[config.mk]
export PLATFORM = sky130hd
export DESIGN_NAME = rws_ram
export DESIGN_NICKNAME = d
export VERILOG_FILES = /design/src/sv/rws_ram.sv
export SDC_FILE = /design/constraint.sdc
export NUM_CORES = 1
export LEC_CHECK = 0
export ABC_AREA = 0
export BUFFER_PORTS_ARGS = -buffer_cell sky130_fd_sc_hd__buf_2
export CAP_MARGIN = 20
export CELL_PAD_IN_SITES_DETAIL_PLACEMENT = 0
export CELL_PAD_IN_SITES_GLOBAL_PLACEMENT = 1
export CORE_ASPECT_RATIO = 1.1
export CORE_MARGIN = 4
export CORE_UTILIZATION = 42
export CTS_BUF_LIST = sky130_fd_sc_hd__clkbuf_4
export CTS_CLUSTER_SIZE = 16
export DETAILED_ROUTE_END_ITERATION = 16
export PLACE_DENSITY_LB_ADDON = 0.1
export SYNTH_ARGS = -nofsm -noshare
export SYNTH_HDL_FRONTEND = slang
export SYNTH_SLANG_ARGS = --single-unit
[constraint.sdc]
create_clock -name clk_i -period 7.02 [get_ports clk_i]
set_clock_uncertainty 0.1 [all_clocks]
set_input_delay 0.351 -clock clk_i [delete_from_list [all_inputs] [get_ports clk_i]]
set_output_delay 0.351 -clock clk_i [all_outputs]
set_load 0.1 [all_outputs]
[src/sv/rws_ram.sv]
// Generic single-port-write, single-port-read RAM with registered read data.
// Stand-alone; used for the weight store of the selector.
module rws_ram #(
  parameter int unsigned WIDTH = 16,
  parameter int unsigned DEPTH = 64
) (
  input  logic                     clk_i,
  input  logic                     we_i,
  input  logic [$clog2(DEPTH)-1:0] waddr_i,
  input  logic [WIDTH-1:0]         wdata_i,
  input  logic                     re_i,
  input  logic [$clog2(DEPTH)-1:0] raddr_i,
  output logic [WIDTH-1:0]         rdata_o
);

  logic [WIDTH-1:0] mem_q [DEPTH];

  always_ff @(posedge clk_i) begin
    if (we_i) begin
      mem_q[waddr_i] <= wdata_i;
    end
    if (re_i) begin
      rdata_o <= mem_q[raddr_i];
    end
  end

endmodule

==> impl_results.md <==
- Routed wire length: 103000 microns
- Number of I/O pins: 47
- Syn Nets: 1860
- First-pass GRT wire length: 148000 microns
- Worst-margin pin slew: 1.11 ns
- Crit path time final: 2.98 ns
- Slew Limit Fails: 0
- Setup TNS: 0 ns
- Most frequent cells after synthesis: edfxtp_1, mux4_2, mux2i_1
- Worst skew pair latency: 1.10 ns
- Slew headroom: 0.259
- # rows: 118
- Sequential share of the synthesized area: 0.777
- Leakage power: 0.0147 uW
- Arr. time, crit path: 3.55 ns
- EDFF count, synth: 1040
- Crit end category: register
- Starting Density: 0.425
- Initial DRC Count: 1861
- Wire length per cell: 28.5 microns
- First-pass iteration count of the detailed router: 5
- Die Wd: 303 microns
- Setup ws final: 4.04 ns
- Die Y: 332 microns
- Area contributors post-synth: edfxtp_1, mux4_2, mux2i_1
- Congestion Overflow GR: 0
- Hold depth: 4
- Power Total: 12500 uW
- Ys async rst share: 0
- Total GRT Usage: 0.207
- I/O Buffers: 46
- Cell count after synthesis: 1829
- Layout area overhead: 13.4%
- Die area: 101000 sq um
- Worst reg2reg path depth: 5
- Post-synth top flop: edfxtp_1
- Final period util: 0.425
- FMAX: 0.335 GHz
- Worst reg2reg startpoint: mem_q[18][3]
- Peak VDD IR: 0.126 mV
- Setup Slack @ Placement: 3.09 ns
- Core area: 94500 sq um
- Most numerous cell in the Yosys netlist: edfxtp_1
- Clock sinks: 1040
- Vias in the first global route: 20800
- R2R Path End: rdata_o[3]
- Post-synthesis cell area: 40200 sq um
- # H-tree levels: 5
- R2R Setup Slk: 4.50 ns
- Power per Cell Area: 274 nW/um^2
- Critical-path maximum fanout: 16
- CP Launch Point: waddr_i[3]
- Worst-path clk slew: 0.05 ns
- Worst Hold Class: primary input to register
- Status: complete, no violations
- Worst path required time: 7.58 ns
- Setup-failing EPs final: 0
- CP Launch Type: primary input
- Post-DP HPWL: 58200 microns
- CTS tree: yes
- Library cells used by synthesis: 42
- Nets: 2216
- Drt drc: 0
- Total CTS buffers: 287
- Yosys top cell area share: 0.777
- RSZ-0062 raised after global routing: no
- Layout cell share with drive strength beyond 1: 0.347
- CTS root buffer: clkbuf_4
- # Max-Cap Violations: 0
- Via-to-Cell Ratio: 5.53
- Critical path class: primary input to register
- Vias post-DR: 19900
- Final-report hold violation count: 0
- Gpl congestion: 0.786
- CP endpoint: mem_q[48][13]
- Yosys warns: 0
- Initial antenna violation count: 11
- Routed Antenna Nets: 0
- #FFs+latches synth: 1040
- Clk buf depth: 4
- Synth area leader: edfxtp_1
- Largest net degree at the start of global routing: 95
- Post-Syn Area per Cell: 22.0 sq um
## metrics by stage
step / cells / hold WS, ns / utilization / instance area [sq um]
floorplan: 1829 / 0.350 / - / 40200
global placement: 3124 / 0.790 / 0.445 / 42100
detailed placement: 3124 / 0.781 / 0.445 / 42100
CTS: 3590 / 0.0867 / 0.482 / 45500
global route: 3596 / 0.161 / 0.482 / 45600
finish: 3601 / 0.227 / 0.482 / 45600
## cells in the final DEF, fill, tap and decap left out, drive strengths merged, types with 2 or more instances in the layout
master,count
nand2b,3
a211o,8
clkinv,31
buf,141
a211oi,8
mux2,27
inv,7
a311oi,8
a221oi,16
nor2b,30
edfxtp,1040
clkbuf,397
diode,9
mux4,224
a22o,6
and4,5
nor3,2
a41oi,5
nor2,74
nand4,12
nand3,24
mux2i,85
a221o,6
o21ai,8
a31oi,8
nor4,3
a22oi,39
nand3b,2
dlygate4sd3,30
and2,2
nand2,60
a21oi,17
## logic make-up after synthesis
family / count (synthesis) / share of synthesized area
buffers and inverters: 104 / 0.0182
flip-flops: 1040 / 0.777
AO/OA/AOI/OAI: 129 / 0.0240
AND/OR/NAND/NOR: 220 / 0.0264
multiplexers: 336 / 0.155
## critical path: stages
cell           delay (ns)
dlygate4sd3_1        0.57
buf_2                0.22
nor2b_1              0.19
dlygate4sd3_1        0.57
nand4b_1             0.14
dlygate4sd3_1        0.68
nor3_4               0.80
## state kept, by name, summed over array words and instances (netlist names)
name     count
rdata_o     16
mem_q     1024
## area by class of cell
type | count | area, sq um
tap | 1260 | 1580
clock inverter | 39 | 176
clock buffer | 397 | 2980
antenna | 9 | 22.5
sequential | 1040 | 31200
timing repair buffer | 171 | 1320
fill | 7957 | 48900
multi-input combinational | 685 | 8270
## layer usage
layer / vias to the layer above / part of all wire / GRT usage
met5: - / 0.00013 / 0
met4: 2 / 0.020 / 0.0639
met3: 135 / 0.064 / 0.0461
met2: 652 / 0.49 / 0.324
met1: 10600 / 0.43 / 0.292
li1: 8575 / - / -
## power breakdown
part	total [uW]	internal (uW)	switching, uW
Combinational	706	230	476
Sequential	6910	6890	17.4
Clock	4880	2600	2280
## worst min path at each step
stage                          start  slack [ns]          end
after floorplan           wdata_i[0]        0.35  mem_q[0][0]
after CTS                 raddr_i[1]        0.09   rdata_o[7]
final                     raddr_i[1]        0.23   rdata_o[6]
after global placement          re_i        0.79   rdata_o[6]
after global routing      raddr_i[4]        0.16   rdata_o[1]
after detailed placement        re_i        0.78   rdata_o[5]
## what timing repair did
item                                   in CTS  in global routing
buffers inserted                            0                  0
resized for setup                           0                  0
endpoints found under the hold margin    1724                  0
hold buffers                               30                  0
No activity file was read; power rests on OpenSTA's default activity.
